--- src/hw/rtl/bwpc_pkg.sv ---
// Shared types and constants for the baseline and windowed peak capture block.
package bwpc_pkg;

    // Fixed field widths
    localparam int SAMPLE_W   = 12;
    localparam int TS_W       = 32;
    localparam int COUNT_W    = 20;
    localparam int SUM_W      = 32;
    localparam int NUM_WIN_W  = 11;
    localparam int WIN_LEN_W  = 16;
    localparam int WAIT_W     = 20;
    localparam int MARGIN_W   = 12;
    localparam int CFG_DATA_W = 20;
    localparam int CFG_IDX_W  = 2;
    localparam int QUOT_W     = 12;
    localparam int DIV_CNT_W  = $clog2(QUOT_W + 1);

    // Command codes
    localparam logic CMD_START  = 1'b0;
    localparam logic CMD_SAMPLE = 1'b1;

    // Configuration register indexes
    localparam logic [CFG_IDX_W-1:0] REG_NUM_WINDOWS  = 2'd0;
    localparam logic [CFG_IDX_W-1:0] REG_WINDOW_LEN   = 2'd1;
    localparam logic [CFG_IDX_W-1:0] REG_BASE_WAIT    = 2'd2;
    localparam logic [CFG_IDX_W-1:0] REG_BASE_MARGIN  = 2'd3;

    // Register reset values
    localparam logic [NUM_WIN_W-1:0] NUM_WINDOWS_RST = 11'd700;
    localparam logic [WIN_LEN_W-1:0] WINDOW_LEN_RST  = 16'd50;
    localparam logic [WAIT_W-1:0]    BASE_WAIT_RST   = 20'd15000;
    localparam logic [MARGIN_W-1:0]  BASE_MARGIN_RST = 12'd10;

    typedef enum logic [1:0] {
        ST_IDLE,
        ST_BASE,
        ST_DIV,
        ST_WIN
    } ctrl_state_t;

    // Controller to datapath
    typedef struct packed {
        logic start;        // open a new capture
        logic accum;        // add sample to baseline sum
        logic div_start;    // load divider, hold closing sample
        logic div_step;     // one quotient bit
        logic div_finish;   // store baseline, open first window
        logic win_sample;   // raise window peak
        logic emit;         // close window, load output register
    } dp_cmd_t;

    // Datapath to controller
    typedef struct packed {
        logic base_open;    // sample falls inside baseline wait
        logic count_full;
        logic limit_zero;
        logic div_done;
        logic win_expired;
        logic last;
        logic out_stall;    // output register full and not taken
    } dp_status_t;

endpackage

--- src/hw/rtl/bwpc_in_if.sv ---
// Input item channel: command, sample and timestamp.
interface bwpc_in_if;
    logic                         valid;
    logic                         ready;
    logic                         command;
    logic [bwpc_pkg::SAMPLE_W-1:0] sample_value;
    logic [bwpc_pkg::TS_W-1:0]     timestamp_us;

    modport source (output valid, command, sample_value, timestamp_us, input ready);
    modport sink   (input valid, command, sample_value, timestamp_us, output ready);
endinterface

--- src/hw/rtl/bwpc_out_if.sv ---
// Result item channel: one window result per item.
interface bwpc_out_if;
    logic                          valid;
    logic                          ready;
    logic [bwpc_pkg::TS_W-1:0]     window_offset_us;
    logic [bwpc_pkg::SAMPLE_W-1:0] peak_value;
    logic [bwpc_pkg::SAMPLE_W-1:0] baseline_value;
    logic                          last_window;

    modport source (output valid, window_offset_us, peak_value, baseline_value, last_window,
                    input ready);
    modport sink   (input valid, window_offset_us, peak_value, baseline_value, last_window,
                    output ready);
endinterface

--- src/hw/rtl/bwpc_ctrl.sv ---
// Capture controller: phase state machine issuing datapath commands.
module bwpc_ctrl (
    input  logic                  clk,
    input  logic                  rst_n,
    input  logic                  in_valid,
    input  logic                  in_command,
    input  bwpc_pkg::dp_status_t  status,
    output logic                  in_ready,
    output bwpc_pkg::dp_cmd_t     cmd
);

    bwpc_pkg::ctrl_state_t state_reg;
    bwpc_pkg::ctrl_state_t state_next;
    logic                  fire;

    always_ff @(posedge clk or negedge rst_n)
    begin
        if (!rst_n)
        begin
            state_reg <= bwpc_pkg::ST_IDLE;
        end
        else
        begin
            state_reg <= state_next;
        end
    end

    always_comb
    begin
        state_next = state_reg;
        cmd        = '0;
        in_ready   = (state_reg != bwpc_pkg::ST_DIV) && !status.out_stall;
        fire       = in_valid && in_ready;

        case (state_reg)
            bwpc_pkg::ST_DIV:
            begin
                if (status.div_done)
                begin
                    cmd.div_finish = 1'b1;
                    state_next     = bwpc_pkg::ST_WIN;
                end
                else
                begin
                    cmd.div_step = 1'b1;
                end
            end
            default:
            begin
                if (fire)
                begin
                    if (in_command == bwpc_pkg::CMD_START)
                    begin
                        cmd.start  = 1'b1;
                        state_next = bwpc_pkg::ST_BASE;
                    end
                    else
                    begin
                        case (state_reg)
                            bwpc_pkg::ST_BASE:
                            begin
                                if (status.base_open)
                                begin
                                    cmd.accum = !status.count_full;
                                end
                                else if (status.limit_zero)
                                begin
                                    state_next = bwpc_pkg::ST_IDLE;
                                end
                                else
                                begin
                                    cmd.div_start = 1'b1;
                                    state_next    = bwpc_pkg::ST_DIV;
                                end
                            end
                            bwpc_pkg::ST_WIN:
                            begin
                                if (!status.win_expired)
                                begin
                                    cmd.win_sample = 1'b1;
                                end
                                else
                                begin
                                    cmd.emit = 1'b1;
                                    if (status.last)
                                    begin
                                        state_next = bwpc_pkg::ST_IDLE;
                                    end
                                end
                            end
                            default:
                            begin
                                // samples while idle are dropped
                            end
                        endcase
                    end
                end
            end
        endcase
    end

endmodule

--- src/hw/rtl/bwpc_datapath.sv ---
// Capture datapath: config registers, baseline sum, divider, window peak, output register.
module bwpc_datapath #(
    parameter int MAX_WINDOWS = 1024,
    parameter int SAMPLE_BITS = 12
) (
    input  logic                             clk,
    input  logic                             rst_n,
    input  logic                             cfg_we,
    input  logic [bwpc_pkg::CFG_IDX_W-1:0]   cfg_index,
    input  logic [bwpc_pkg::CFG_DATA_W-1:0]  cfg_data,
    input  logic [bwpc_pkg::SAMPLE_W-1:0]    sample_value,
    input  logic [bwpc_pkg::TS_W-1:0]        timestamp_us,
    input  logic                             out_ready,
    input  bwpc_pkg::dp_cmd_t                cmd,
    output bwpc_pkg::dp_status_t             status,
    output logic                             out_valid,
    output logic [bwpc_pkg::TS_W-1:0]        window_offset_us,
    output logic [bwpc_pkg::SAMPLE_W-1:0]    peak_value,
    output logic [bwpc_pkg::SAMPLE_W-1:0]    baseline_value,
    output logic                             last_window
);

    localparam int WD_W = $clog2(MAX_WINDOWS + 1);
    localparam logic [bwpc_pkg::SAMPLE_W-1:0] SAMPLE_MASK =
        (SAMPLE_BITS >= bwpc_pkg::SAMPLE_W) ? {bwpc_pkg::SAMPLE_W{1'b1}}
        : bwpc_pkg::SAMPLE_W'((32'd1 << SAMPLE_BITS) - 32'd1);

    // config
    logic [bwpc_pkg::NUM_WIN_W-1:0] num_windows_reg;
    logic [bwpc_pkg::WIN_LEN_W-1:0] window_len_reg;
    logic [bwpc_pkg::WAIT_W-1:0]    base_wait_reg;
    logic [bwpc_pkg::MARGIN_W-1:0]  base_margin_reg;

    // capture state
    logic [bwpc_pkg::TS_W-1:0]     phase_start_reg;
    logic [bwpc_pkg::SUM_W-1:0]    base_sum_reg;
    logic [bwpc_pkg::COUNT_W-1:0]  base_count_reg;
    logic [bwpc_pkg::SAMPLE_W-1:0] baseline_reg;
    logic [bwpc_pkg::TS_W-1:0]     win_start_reg;
    logic [bwpc_pkg::SAMPLE_W-1:0] win_peak_reg;
    logic [WD_W-1:0]               windows_done_reg;

    // divider
    logic [bwpc_pkg::SUM_W-1:0]     rem_reg;
    logic [bwpc_pkg::SUM_W-1:0]     dvs_reg;
    logic [bwpc_pkg::QUOT_W-1:0]    quot_reg;
    logic [bwpc_pkg::DIV_CNT_W-1:0] div_cnt_reg;
    logic [bwpc_pkg::TS_W-1:0]      hold_time_reg;
    logic [bwpc_pkg::SAMPLE_W-1:0]  hold_sample_reg;

    logic                          out_valid_reg;
    logic [bwpc_pkg::TS_W-1:0]     out_offset_reg;
    logic [bwpc_pkg::SAMPLE_W-1:0] out_peak_reg;
    logic [bwpc_pkg::SAMPLE_W-1:0] out_base_reg;
    logic                          out_last_reg;

    logic [bwpc_pkg::SAMPLE_W-1:0]  v;
    logic [bwpc_pkg::WIN_LEN_W-1:0] win_len;
    logic [WD_W-1:0]                win_limit;
    logic [bwpc_pkg::SAMPLE_W-1:0]  new_baseline;
    logic [bwpc_pkg::SAMPLE_W-1:0]  seed_new;
    logic [bwpc_pkg::SAMPLE_W-1:0]  seed_cur;
    logic [bwpc_pkg::SAMPLE_W-1:0]  first_peak;
    logic [bwpc_pkg::SAMPLE_W-1:0]  next_peak;
    logic                           rem_ge;

    assign v       = sample_value & SAMPLE_MASK;
    assign win_len = (window_len_reg == '0) ? bwpc_pkg::WIN_LEN_W'(1) : window_len_reg;
    assign win_limit = (32'(num_windows_reg) > 32'(MAX_WINDOWS)) ? WD_W'(MAX_WINDOWS)
                                                                 : WD_W'(num_windows_reg);

    assign new_baseline = (base_count_reg == '0) ? '0 : (quot_reg & SAMPLE_MASK);
    assign seed_new   = (new_baseline > base_margin_reg) ? new_baseline - base_margin_reg : '0;
    assign seed_cur   = (baseline_reg > base_margin_reg) ? baseline_reg - base_margin_reg : '0;
    assign first_peak = (hold_sample_reg > seed_new) ? hold_sample_reg : seed_new;
    assign next_peak  = (v > seed_cur) ? v : seed_cur;
    assign rem_ge     = rem_reg >= dvs_reg;

    always_comb
    begin
        status.base_open   = (timestamp_us - phase_start_reg) < 32'(base_wait_reg);
        status.count_full  = (base_count_reg == {bwpc_pkg::COUNT_W{1'b1}});
        status.limit_zero  = (win_limit == '0);
        status.div_done    = (div_cnt_reg == '0);
        status.win_expired = (timestamp_us - win_start_reg) >= 32'(win_len);
        status.last        = ({1'b0, windows_done_reg} + (WD_W + 1)'(1)) >= {1'b0, win_limit};
        status.out_stall   = out_valid_reg && !out_ready;
    end

    // control state
    always_ff @(posedge clk or negedge rst_n)
    begin
        if (!rst_n)
        begin
            num_windows_reg  <= bwpc_pkg::NUM_WINDOWS_RST;
            window_len_reg   <= bwpc_pkg::WINDOW_LEN_RST;
            base_wait_reg    <= bwpc_pkg::BASE_WAIT_RST;
            base_margin_reg  <= bwpc_pkg::BASE_MARGIN_RST;
            out_valid_reg    <= 1'b0;
            div_cnt_reg      <= '0;
            windows_done_reg <= '0;
        end
        else
        begin
            if (cfg_we)
            begin
                case (cfg_index)
                    bwpc_pkg::REG_NUM_WINDOWS:
                        num_windows_reg <= cfg_data[bwpc_pkg::NUM_WIN_W-1:0];
                    bwpc_pkg::REG_WINDOW_LEN:
                        window_len_reg <= cfg_data[bwpc_pkg::WIN_LEN_W-1:0];
                    bwpc_pkg::REG_BASE_WAIT:
                        base_wait_reg <= cfg_data[bwpc_pkg::WAIT_W-1:0];
                    bwpc_pkg::REG_BASE_MARGIN:
                        base_margin_reg <= cfg_data[bwpc_pkg::MARGIN_W-1:0];
                    default:
                    begin
                    end
                endcase
            end

            if (cmd.emit)
            begin
                out_valid_reg <= 1'b1;
            end
            else if (out_ready)
            begin
                out_valid_reg <= 1'b0;
            end

            if (cmd.div_start)
            begin
                div_cnt_reg <= bwpc_pkg::DIV_CNT_W'(bwpc_pkg::QUOT_W);
            end
            else if (cmd.div_step)
            begin
                div_cnt_reg <= div_cnt_reg - bwpc_pkg::DIV_CNT_W'(1);
            end

            if (cmd.start || cmd.div_start)
            begin
                windows_done_reg <= '0;
            end
            else if (cmd.emit)
            begin
                windows_done_reg <= windows_done_reg + WD_W'(1);
            end
        end
    end

    // data path
    always_ff @(posedge clk)
    begin
        if (cmd.start)
        begin
            phase_start_reg <= timestamp_us;
            base_sum_reg    <= '0;
            base_count_reg  <= '0;
            baseline_reg    <= '0;
            win_start_reg   <= '0;
            win_peak_reg    <= '0;
        end
        if (cmd.accum)
        begin
            base_sum_reg   <= base_sum_reg + bwpc_pkg::SUM_W'(v);
            base_count_reg <= base_count_reg + bwpc_pkg::COUNT_W'(1);
        end
        if (cmd.div_start)
        begin
            // restoring division; quotient never exceeds the sample range
            rem_reg         <= base_sum_reg;
            dvs_reg         <= bwpc_pkg::SUM_W'(base_count_reg) << (bwpc_pkg::QUOT_W - 1);
            quot_reg        <= '0;
            hold_time_reg   <= timestamp_us;
            hold_sample_reg <= v;
        end
        if (cmd.div_step)
        begin
            if (rem_ge)
            begin
                rem_reg <= rem_reg - dvs_reg;
            end
            quot_reg <= {quot_reg[bwpc_pkg::QUOT_W-2:0], rem_ge};
            dvs_reg  <= dvs_reg >> 1;
        end
        if (cmd.div_finish)
        begin
            baseline_reg    <= new_baseline;
            phase_start_reg <= hold_time_reg;
            win_start_reg   <= hold_time_reg;
            win_peak_reg    <= first_peak;
        end
        if (cmd.win_sample && (v > win_peak_reg))
        begin
            win_peak_reg <= v;
        end
        if (cmd.emit)
        begin
            out_offset_reg <= win_start_reg - phase_start_reg;
            out_peak_reg   <= win_peak_reg;
            out_base_reg   <= baseline_reg;
            out_last_reg   <= status.last;
            // closing sample opens the next window
            win_start_reg  <= timestamp_us;
            win_peak_reg   <= next_peak;
        end
    end

    assign out_valid        = out_valid_reg;
    assign window_offset_us = out_offset_reg;
    assign peak_value       = out_peak_reg;
    assign baseline_value   = out_base_reg;
    assign last_window      = out_last_reg;

endmodule

--- src/hw/rtl/baseline_and_windowed_peak_capture.sv ---
// Top level: baseline averaging and windowed peak capture over a sample stream.
//
// sample_in carries items of command (start or sample), a 12-bit reading and a
// microsecond timestamp. A start item opens a capture; samples within the baseline
// wait are averaged, the first later sample fixes the baseline and opens the first
// window. Each window closed by a later sample yields one result_out item with the
// window offset, its peak, the baseline and a flag on the final window.
// Throughput: one input item per cycle while sample_in is ready. The sample that ends
// the baseline phase is taken, then sample_in is not ready while the restoring
// divider (one quotient bit per cycle, 12 bits) forms sum / count.
// A result is in the output register in the cycle after its closing sample.
// The output register is single entry: while it holds an untaken result, sample_in
// is not ready; it is ready again in the cycle the result is taken.
// Configuration writes (cfg_we, cfg_index, cfg_data) land at the next edge and are
// meant for idle periods. Reset loads the register defaults, empties the output
// register and leaves the block idle, ignoring samples until a start.
module baseline_and_windowed_peak_capture #(
    parameter int MAX_WINDOWS = 1024,
    parameter int SAMPLE_BITS = 12
) (
    input  logic                             clk,
    input  logic                             rst_n,
    bwpc_in_if.sink                          sample_in,
    bwpc_out_if.source                       result_out,
    input  logic                             cfg_we,
    input  logic [bwpc_pkg::CFG_IDX_W-1:0]   cfg_index,
    input  logic [bwpc_pkg::CFG_DATA_W-1:0]  cfg_data
);

    bwpc_pkg::dp_cmd_t    cmd;
    bwpc_pkg::dp_status_t status;

    // phase sequencing and handshake
    bwpc_ctrl u_ctrl (
        .clk        (clk),
        .rst_n      (rst_n),
        .in_valid   (sample_in.valid),
        .in_command (sample_in.command),
        .status     (status),
        .in_ready   (sample_in.ready),
        .cmd        (cmd)
    );

    // arithmetic, timing compares and result register
    bwpc_datapath #(
        .MAX_WINDOWS (MAX_WINDOWS),
        .SAMPLE_BITS (SAMPLE_BITS)
    ) u_datapath (
        .clk              (clk),
        .rst_n            (rst_n),
        .cfg_we           (cfg_we),
        .cfg_index        (cfg_index),
        .cfg_data         (cfg_data),
        .sample_value     (sample_in.sample_value),
        .timestamp_us     (sample_in.timestamp_us),
        .out_ready        (result_out.ready),
        .cmd              (cmd),
        .status           (status),
        .out_valid        (result_out.valid),
        .window_offset_us (result_out.window_offset_us),
        .peak_value       (result_out.peak_value),
        .baseline_value   (result_out.baseline_value),
        .last_window      (result_out.last_window)
    );

endmodule
--- src/flat_wrapper.sv ---
// flat-port wrapper written by rule: the top's interface ports become plain ports
module baseline_and_windowed_peak_capture_flat 
#(
    parameter int MAX_WINDOWS = 1024,
    parameter int SAMPLE_BITS = 12
)
  (clk, rst_n, cfg_we, cfg_index, cfg_data, sample_in_valid, sample_in_command, sample_in_sample_value, sample_in_timestamp_us, sample_in_ready, result_out_valid, result_out_window_offset_us, result_out_peak_value, result_out_baseline_value, result_out_last_window, result_out_ready);
  bwpc_in_if sample_in_i ();
  bwpc_out_if result_out_i ();
  input  logic clk;
  input  logic rst_n;
  input  logic cfg_we;
  input  logic [bwpc_pkg::CFG_IDX_W-1:0] cfg_index;
  input  logic [bwpc_pkg::CFG_DATA_W-1:0] cfg_data;
  input wire logic [$bits(sample_in_i.valid)-1:0] sample_in_valid;
  input wire logic [$bits(sample_in_i.command)-1:0] sample_in_command;
  input wire logic [$bits(sample_in_i.sample_value)-1:0] sample_in_sample_value;
  input wire logic [$bits(sample_in_i.timestamp_us)-1:0] sample_in_timestamp_us;
  output wire logic [$bits(sample_in_i.ready)-1:0] sample_in_ready;
  output wire logic [$bits(result_out_i.valid)-1:0] result_out_valid;
  output wire logic [$bits(result_out_i.window_offset_us)-1:0] result_out_window_offset_us;
  output wire logic [$bits(result_out_i.peak_value)-1:0] result_out_peak_value;
  output wire logic [$bits(result_out_i.baseline_value)-1:0] result_out_baseline_value;
  output wire logic [$bits(result_out_i.last_window)-1:0] result_out_last_window;
  input wire logic [$bits(result_out_i.ready)-1:0] result_out_ready;
  assign sample_in_i.valid = sample_in_valid;
  assign sample_in_i.command = sample_in_command;
  assign sample_in_i.sample_value = sample_in_sample_value;
  assign sample_in_i.timestamp_us = sample_in_timestamp_us;
  assign sample_in_ready = sample_in_i.ready;
  assign result_out_valid = result_out_i.valid;
  assign result_out_window_offset_us = result_out_i.window_offset_us;
  assign result_out_peak_value = result_out_i.peak_value;
  assign result_out_baseline_value = result_out_i.baseline_value;
  assign result_out_last_window = result_out_i.last_window;
  assign result_out_i.ready = result_out_ready;
  baseline_and_windowed_peak_capture #(.MAX_WINDOWS(MAX_WINDOWS), .SAMPLE_BITS(SAMPLE_BITS)) u_core (.clk(clk), .rst_n(rst_n), .sample_in(sample_in_i), .result_out(result_out_i), .cfg_we(cfg_we), .cfg_index(cfg_index), .cfg_data(cfg_data));
endmodule
--- config.mk ---
export PLATFORM = sky130hd
export DESIGN_NAME = baseline_and_windowed_peak_capture_flat
export DESIGN_NICKNAME = d
export VERILOG_FILES = /design/src/hw/rtl/bwpc_pkg.sv /design/src/hw/rtl/bwpc_in_if.sv /design/src/hw/rtl/bwpc_out_if.sv /design/src/hw/rtl/bwpc_ctrl.sv /design/src/hw/rtl/bwpc_datapath.sv /design/src/hw/rtl/baseline_and_windowed_peak_capture.sv /design/src/flat_wrapper.sv
export SDC_FILE = /design/constraint.sdc
export NUM_CORES = 1
export LEC_CHECK = 0
export ABC_CLOCK_PERIOD_IN_PS = 8100
export CORE_AREA = 2 2 277 197
export CTS_BUF_LIST = sky130_fd_sc_hd__clkbuf_2 sky130_fd_sc_hd__clkbuf_4 sky130_fd_sc_hd__clkbuf_8
export DETAILED_ROUTE_END_ITERATION = 10
export DIE_AREA = 0 0 279 199
export DONT_BUFFER_PORTS = 1
export GPL_TIMING_DRIVEN = 0
export RECOVER_POWER = 100
export SLEW_MARGIN = 20
export SYNTH_ARGS = -nofsm -noshare
export SYNTH_HDL_FRONTEND = slang
export SYNTH_SLANG_ARGS = --single-unit
--- constraint.sdc ---
create_clock -name clk -period 8.1 [get_ports clk]
set_input_delay 2.43 -clock clk [delete_from_list [all_inputs] [get_ports clk]]
set_output_delay 2.43 -clock clk [all_outputs]
set_load 0.03 [all_outputs]
**After elaboration in Yosys (flattened, before gate mapping)**

Index checks and enable logic that the tools add are counted.
Widths: inputs -> output; s select.

- Flip-flop bits (word level): 393
- Bits of input ports: 72
- Output and inout bits: 59
- Logic and storage cells: 143

- Add/subtract/negate cells: 11
- $lt $le $gt $ge: 10
- Eq/ne operators: 13
- Mux-type cells: 59
- Reduce and logical (&&, ||, !) cells: 26

Operators by type and width:

| cell | count |
|---|---|
| $mux 32 | 9 |
| $mux 12 | 12 |
| $sub 32x32->32 | 3 |
| $gt 12x12->1 | 5 |
| $mux 20 | 2 |
| $mux 11 | 3 |
| $add 32x12->32 | 1 |
| $ge 32x16->1 | 1 |
| $ge 32x31->1 | 1 |
| $lt 32x20->1 | 1 |
| $sub 32x31->32 | 1 |
| $mux 31 | 1 |
| $mux 2 | 15 |
| $mux 30 | 1 |
| $sub 12x12->12 | 2 |
| $add 20x1->20 const B | 1 |
| $eq 20x20->1 const B | 1 |
| $logic_not 20->1 | 1 |
| $logic_not 16->1 | 1 |
| $mux 16 | 1 |
| $add 11x1->12 const B | 1 |
| $ge 12x11->1 | 1 |
| $reduce_bool 2->1 | 6 |
| $add 11x1->11 const B | 1 |
| other kinds (24) | 47 |

**Longest topological paths before layout**

- Word-level depth: 13
- Depth in mapped cells: 32
- Mapped depth without buffers: 29

**Modules after synthesis**

From an unflattened synthesis, not the netlist that was laid out.

- Cells, all modules: 2634
- Area, all modules: 26072.5 µm²

Modules (own cells, without submodules):

| module | instances | cells an instance | area an instance (µm²) | sequential area each (µm²) |
|---|---|---|---|---|
| bwpc_datapath | 1 | 2604 | 25807.3 | 11068.1 |
| bwpc_ctrl | 1 | 30 | 265.3 | 50.0 |

**Worst setup path before layout**

No wires, ideal clock.

- Path type: input to register
- From: input port sample_in_timestamp_us[1]
- To: register u_core.u_datapath.base_count_reg[0] (netlist bit) (enable)
- Setup time: 411 ps
- Arrival time: 7760 ps
- Required time: 7689 ps
- Path slack: -71 ps
- Stages on the path: 23
- Path buffers: 2
- Cell sequence: ha_1 -> nor2b_1 -> o31a_1 -> o21ai_0 -> nand2b_1 -> a21oi_1 -> o21ai_0 -> a221o_1 -> a21oi_1 -> o21ai_0 -> xor2_1 -> ha_1 -> a21o_1 -> a21o_1 -> a221oi_1 -> nand3_1 -> nor4b_1 -> o2111ai_1 -> nor3_2 -> nand2_2 -> buf_2 -> buf_6 -> nand2_1

- Longest elaborated chain between the ends: 8

RTL lines:

| item | RTL line | source |
|---|---|---|
| from (decl) | flat_wrapper.sv:18 | `input wire logic [$bits(sample_in_i.timestamp_us)-1:0] sample_in_timestamp_us;` |
| $sub 32x32->32 | bwpc_datapath.sv:81 | `status.base_open = (timestamp_us - phase_start_reg) < 32'(base_wait_reg);` |
| $lt 32x20->1 | bwpc_datapath.sv:81 |  |
| $mux 1 | bwpc_ctrl.sv:62 | `if (status.base_open)` |
| $mux 2 | bwpc_ctrl.sv:59 | `case (state_reg)` |
| $mux 2 | bwpc_ctrl.sv:52 | `if (in_command == bwpc_pkg::CMD_START)` |
| $mux 3 | bwpc_ctrl.sv:50 | `if (fire)` |
| $mux 3 | bwpc_ctrl.sv:35 | `case (state_reg)` |
| $reduce_bool 2->1 (no source line) | - |  |
| to (signal assigned) | bwpc_datapath.sv:166 | `base_count_reg <= base_count_reg + bwpc_pkg::COUNT_W'(1);` |
| to (decl) | bwpc_datapath.sv:37 | `logic [bwpc_pkg::COUNT_W-1:0] base_count_reg;` |

Every way passes these cells.
A chain may end at the register's enable or synchronous reset.

**Worst setup path in the final report**

- From: input port sample_in_timestamp_us[2]
- To: register u_core.u_datapath.quot_reg[2] (netlist bit) (enable)

- Longest elaborated chain between the ends: 8

RTL lines:

| item | RTL line | source |
|---|---|---|
| $sub 32x32->32 | bwpc_datapath.sv:81 |  |
| $lt 32x20->1 | bwpc_datapath.sv:81 |  |
| $mux 1 | bwpc_ctrl.sv:62 |  |
| $mux 2 | bwpc_ctrl.sv:59 |  |
| $mux 2 | bwpc_ctrl.sv:52 |  |
| $mux 3 | bwpc_ctrl.sv:50 |  |
| $mux 3 | bwpc_ctrl.sv:35 |  |
| $reduce_bool 2->1 (no source line) | - |  |
| to (signal assigned) | bwpc_datapath.sv:183 | `quot_reg <= {quot_reg[bwpc_pkg::QUOT_W-2:0], rem_ge};` |
| to (decl) | bwpc_datapath.sv:46 | `logic [bwpc_pkg::QUOT_W-1:0] quot_reg;` |

Every way passes these cells.

==> key figures <==
GRT
  • Largest net degree at the start of global routing: 78
  • Vias in the first global route: 20,100
  • Antenna violations before repair: 2
  • Total GRT Usage: 26.4%
  • First-pass GRT wire length: 113 mm
  • Remaining global-route overflow: 0

Logic synthesis
  • Post-synthesis cell area: 26,200 um2
  • Synth Area per Inst: 9.81 um2
  • Asr flop ratio synth: 19.6%
  • Top cells by area, synth: edfxtp_1 (33%), ha_1 (12%), dfrtp_1 (5.6%)
  • Top FF cell, synth: edfxtp_1
  • Post-synth EDFFs: 284
  • Library cells used by synthesis: 77
  • Mapped Cells: 2,666
  • Syn_nets: 2,995
  • Yosys reg bits: 393
  • Sequential area share after synthesis: 42.5%
  • Top-area cell type share of the netlist area: 32.6%
  • Post-synth top area cell: edfxtp_1
  • Yosys warns: 0

Worst setup path
  • Worst r2r dst: u_core.u_datapath.win_peak_reg[10]
  • CP bufs+invs: 2
  • WP data required: 8.50 ns
  • Worst r2r path cells: 30
  • Crit path from: sample_in_timestamp_us[2]
  • R2r setup slk: 0.61 ns
  • WP depth: 23
  • Slowest stage cell, crit path: or2_2
  • Most common cell on crit path: o21ai_0
  • Crit Path Category: input port to flip-flop
  • Crit path max-delay family: compound AO/OA/AOI/OAI gates
  • Worst Path Arrival: 8.31 ns
  • Reg-to-reg startpoint: u_core.u_datapath.base_count_reg[0]
  • Crit path capture type: flip-flop
  • Critical Path End: u_core.u_datapath.quot_reg[2]
  • Crit start category: input port
  • Slowest Stage Delay on Critical Path: 0.52 ns
  • Worst-path fanout max: 25
  • Crit-path cells: ha_1 -> o21a_1 -> o31a_1 -> o21ai_0 -> nand2b_1 -> a21oi_1 -> o21ai_0 -> a221o_1 -> a21oi_1 -> o21ai_0 -> a31oi_1 -> xnor2_1 -> ha_1 -> and4_1 -> o221ai_1 -> nand3_1 -> nor4b_1 -> o2111ai_1 -> nor3_4 -> buf_4 -> nor2_2 -> or2_2 -> buf_12

Job
  • Max Cap Violations: 1

Routing
  • Vias per cell: 5.92
  • DR vias: 20,700
  • DR WL/cell: 20.9 um
  • DRT iter0 DRCs: 1,591
  • 1st-pass router iterations: 6
  • Antenna-violating nets left: 0
  • Total Wirelength: 73.2 mm
  • DRC: 0

Timing
  • RSZ-0062 raised after global routing: false
  • Setup violators final: 0
  • TNS Setup: 0 ns
  • Final Cycle Share: 97.7%
  • F_max: 126 MHz
  • Slew @ Worst Pin: 2.24 ns
  • Final Skew: 0.0238 ns
  • Pins Over Slew Limit: 31
  • Relative slew slack: -49.1%
  • Minimum clock period: 7.91 ns
  • Fin. Hold Viols: 0

Pwr
  • Worst vdd ir: 0.150 mV
  • Leak: 0.0120 uW
  • Cell area power density: 301 nW/um2

Clocking
  • Clk sinks: 393
  • CTS tree: done
  • Latest clock arrival within the worst-skew pair: 0.67 ns
  • CTS max path bufs: 3
  • CTS H-tree depth: 3
  • Clk pin slew, worst setup/hold paths: 0.06 ns
  • CTS Root Cell: clkbuf_8
  • CTS buffer count: 67

Floorplan
  • Core area: 53,000 um2
  • IO Count: 131
  • Floorplan row count: 71
  • Initial Utilization: 49.3%
  • Die outline width: 279 um
  • Die Ht: 199 um
  • Die Area: 55,500 um2

Place
  • Dpl cells: 3,365
  • Dpl hpwl: 55.2 mm
  • Routability cong.: 0.906
  • IO buf count: 0

Finish
  • Fillers: 4,799
  • Layout cells sized above 1: 9.18%
  • Area occupied by multi-input gates: 13,800 um2
  • NumNets Final: 3,076
  • Register Area: 11,100 um2
  • Fin cells: 3,496
  • Synth-to-Final Area Change: 9.34%

Run status
  • Failing checks: max-capacitance violations, max-slew violations
  • Status: complete, but fails checks

Hold path
  • Worst min path class: flip-flop to flip-flop
cells by family after synthesis:
group	after synthesis	synth area share [%]
simple gates	851	15.9
xor+xnor	165	5.53
compound gates	591	15.2
fa+ha+maj	257	12.5
buf+inv	325	4.76
flops	393	42.5
mux	84	3.57
synth_stat cells, drive strengths merged (19+ instances only):
cell / n
a21oi: 143
edfxtp: 284
nand2: 275
nand2b: 29
nand4: 37
o21a: 29
and2: 42
ha: 250
o221ai: 29
xnor2: 97
a21o: 71
nor2: 154
nor2b: 32
nor3: 60
dfxtp: 32
and3: 47
mux2: 75
a211oi: 22
clkbuf: 67
nor4: 22
o211ai: 19
inv: 242
dfrtp: 59
a22o: 31
xor2: 68
o21ai: 116
nand3: 89
worst min path at each step:
stage	start	endpoint	slack (ns)	depth (start not counted)
after floorplan	u_core.u_datapath.baseline_reg[0]	u_core.u_datapath.baseline_value[0]	0.43	0
after global placement	u_core.u_datapath.win_peak_reg[11]	u_core.u_datapath.peak_value[11]	0.44	0
after detailed placement	u_core.u_datapath.win_peak_reg[10]	u_core.u_datapath.peak_value[10]	0.44	0
after CTS	u_core.u_datapath.win_peak_reg[10]	u_core.u_datapath.peak_value[10]	0.46	0
after global routing	u_core.u_datapath.win_peak_reg[10]	u_core.u_datapath.peak_value[10]	0.47	0
final	u_core.u_datapath.win_peak_reg[10]	u_core.u_datapath.peak_value[10]	0.45	0
layer usage:
metal / share of wire (%) / up-vias / global-route usage [%]
met1: 50 / 10000 / 40.3
met4: 2.0 / 0 / 6.37
met3: 8.2 / 91 / 6.17
met5: 0 / - / 0
li1: - / 9859 / -
met2: 40 / 684 / 37.2
cell type report:
cell class / instances / area share [%]
diodes: 3 / 0.0263
plain buffers: 83 / 1.19
clock buffers: 100 / 4.14
clock inverters: 22 / 0.783
inverters: 242 / 3.18
multi-input cells: 1949 / 48.4
flip-flops and latches: 393 / 38.9
well taps: 693 / 3.03
repair buffers: 11 / 0.346
metrics by stage:
| step | power (uW) | setup WS [ns] | hold slack (ns) | util (%) | cell area (um2) |
|---|---|---|---|---|---|
| 2_1_floorplan | 5670 | 0.128 | 0.426 | - | 26200 |
| 3_3_place_gp | 6510 | -2.47 | 0.442 | 50.9 | 27000 |
| 3_5_place_dp | 6610 | -1.10 | 0.441 | 51.2 | 27200 |
| 4_1_cts | 8610 | 0.0593 | 0.457 | 53.9 | 28600 |
| 5_1_grt | 9220 | 0.0110 | 0.466 | 53.9 | 28600 |
| 6_report | 8610 | 0.190 | 0.452 | 53.9 | 28600 |
what timing repair did:
| item | in CTS | in global routing |
|---|---|---|
| setup buffers | 0 | 5 |
| gates cloned | 0 | 1 |
| hold buffers | 0 | 0 |
| endpoints found under the hold margin | 0 | 0 |
| resized for setup | 2 | 10 |
| setup endpoints to repair | 52 | 143 |
| pin swaps | 0 | 3 |
layout by cell type (no fill, tap or decap), types with 11 or more instances in the layout:
| cell | netlist | final |
|---|---|---|
| dfrtp_1 | 59 | 59 |
| nand3b_1 | 11 | 11 |
| nor3_1 | 59 | 59 |
| a21o_1 | 71 | 71 |
| o211ai_1 | 19 | 19 |
| o221ai_1 | 29 | 29 |
| dfxtp_1 | 32 | 32 |
| nand3_1 | 89 | 89 |
| and4_1 | 11 | 11 |
| a22o_1 | 31 | 31 |
| and2_0 | 0 | 17 |
| or3_1 | 15 | 15 |
| nor2b_1 | 32 | 32 |
| inv_1 | 240 | 240 |
| o21bai_1 | 11 | 11 |
| clkbuf_8 | 0 | 69 |
| clkbuf_4 | 0 | 33 |
| and3_1 | 47 | 47 |
| mux2_2 | 75 | 75 |
| a21boi_0 | 14 | 14 |
| nand2b_1 | 29 | 29 |
| a21oi_1 | 143 | 142 |
| nor4_1 | 21 | 21 |
| clkbuf_1 | 67 | 68 |
| a211oi_1 | 21 | 21 |
| xnor2_1 | 97 | 97 |
| xor2_1 | 68 | 68 |
| and2_1 | 42 | 25 |
| a221o_1 | 13 | 13 |
| nand4_1 | 37 | 37 |
| edfxtp_1 | 284 | 284 |
| o21a_1 | 29 | 29 |
| ha_1 | 250 | 250 |
| o21ai_0 | 108 | 110 |
| nor2_1 | 152 | 152 |
| dfstp_2 | 18 | 18 |
| nand2_1 | 274 | 274 |
| a31oi_1 | 16 | 16 |
power by group:
group          internal (uW)  switching [uW]
registers               2680             305
logic                   1480            2190
clock network           1070             888
(Power assumes the default switching activity.)
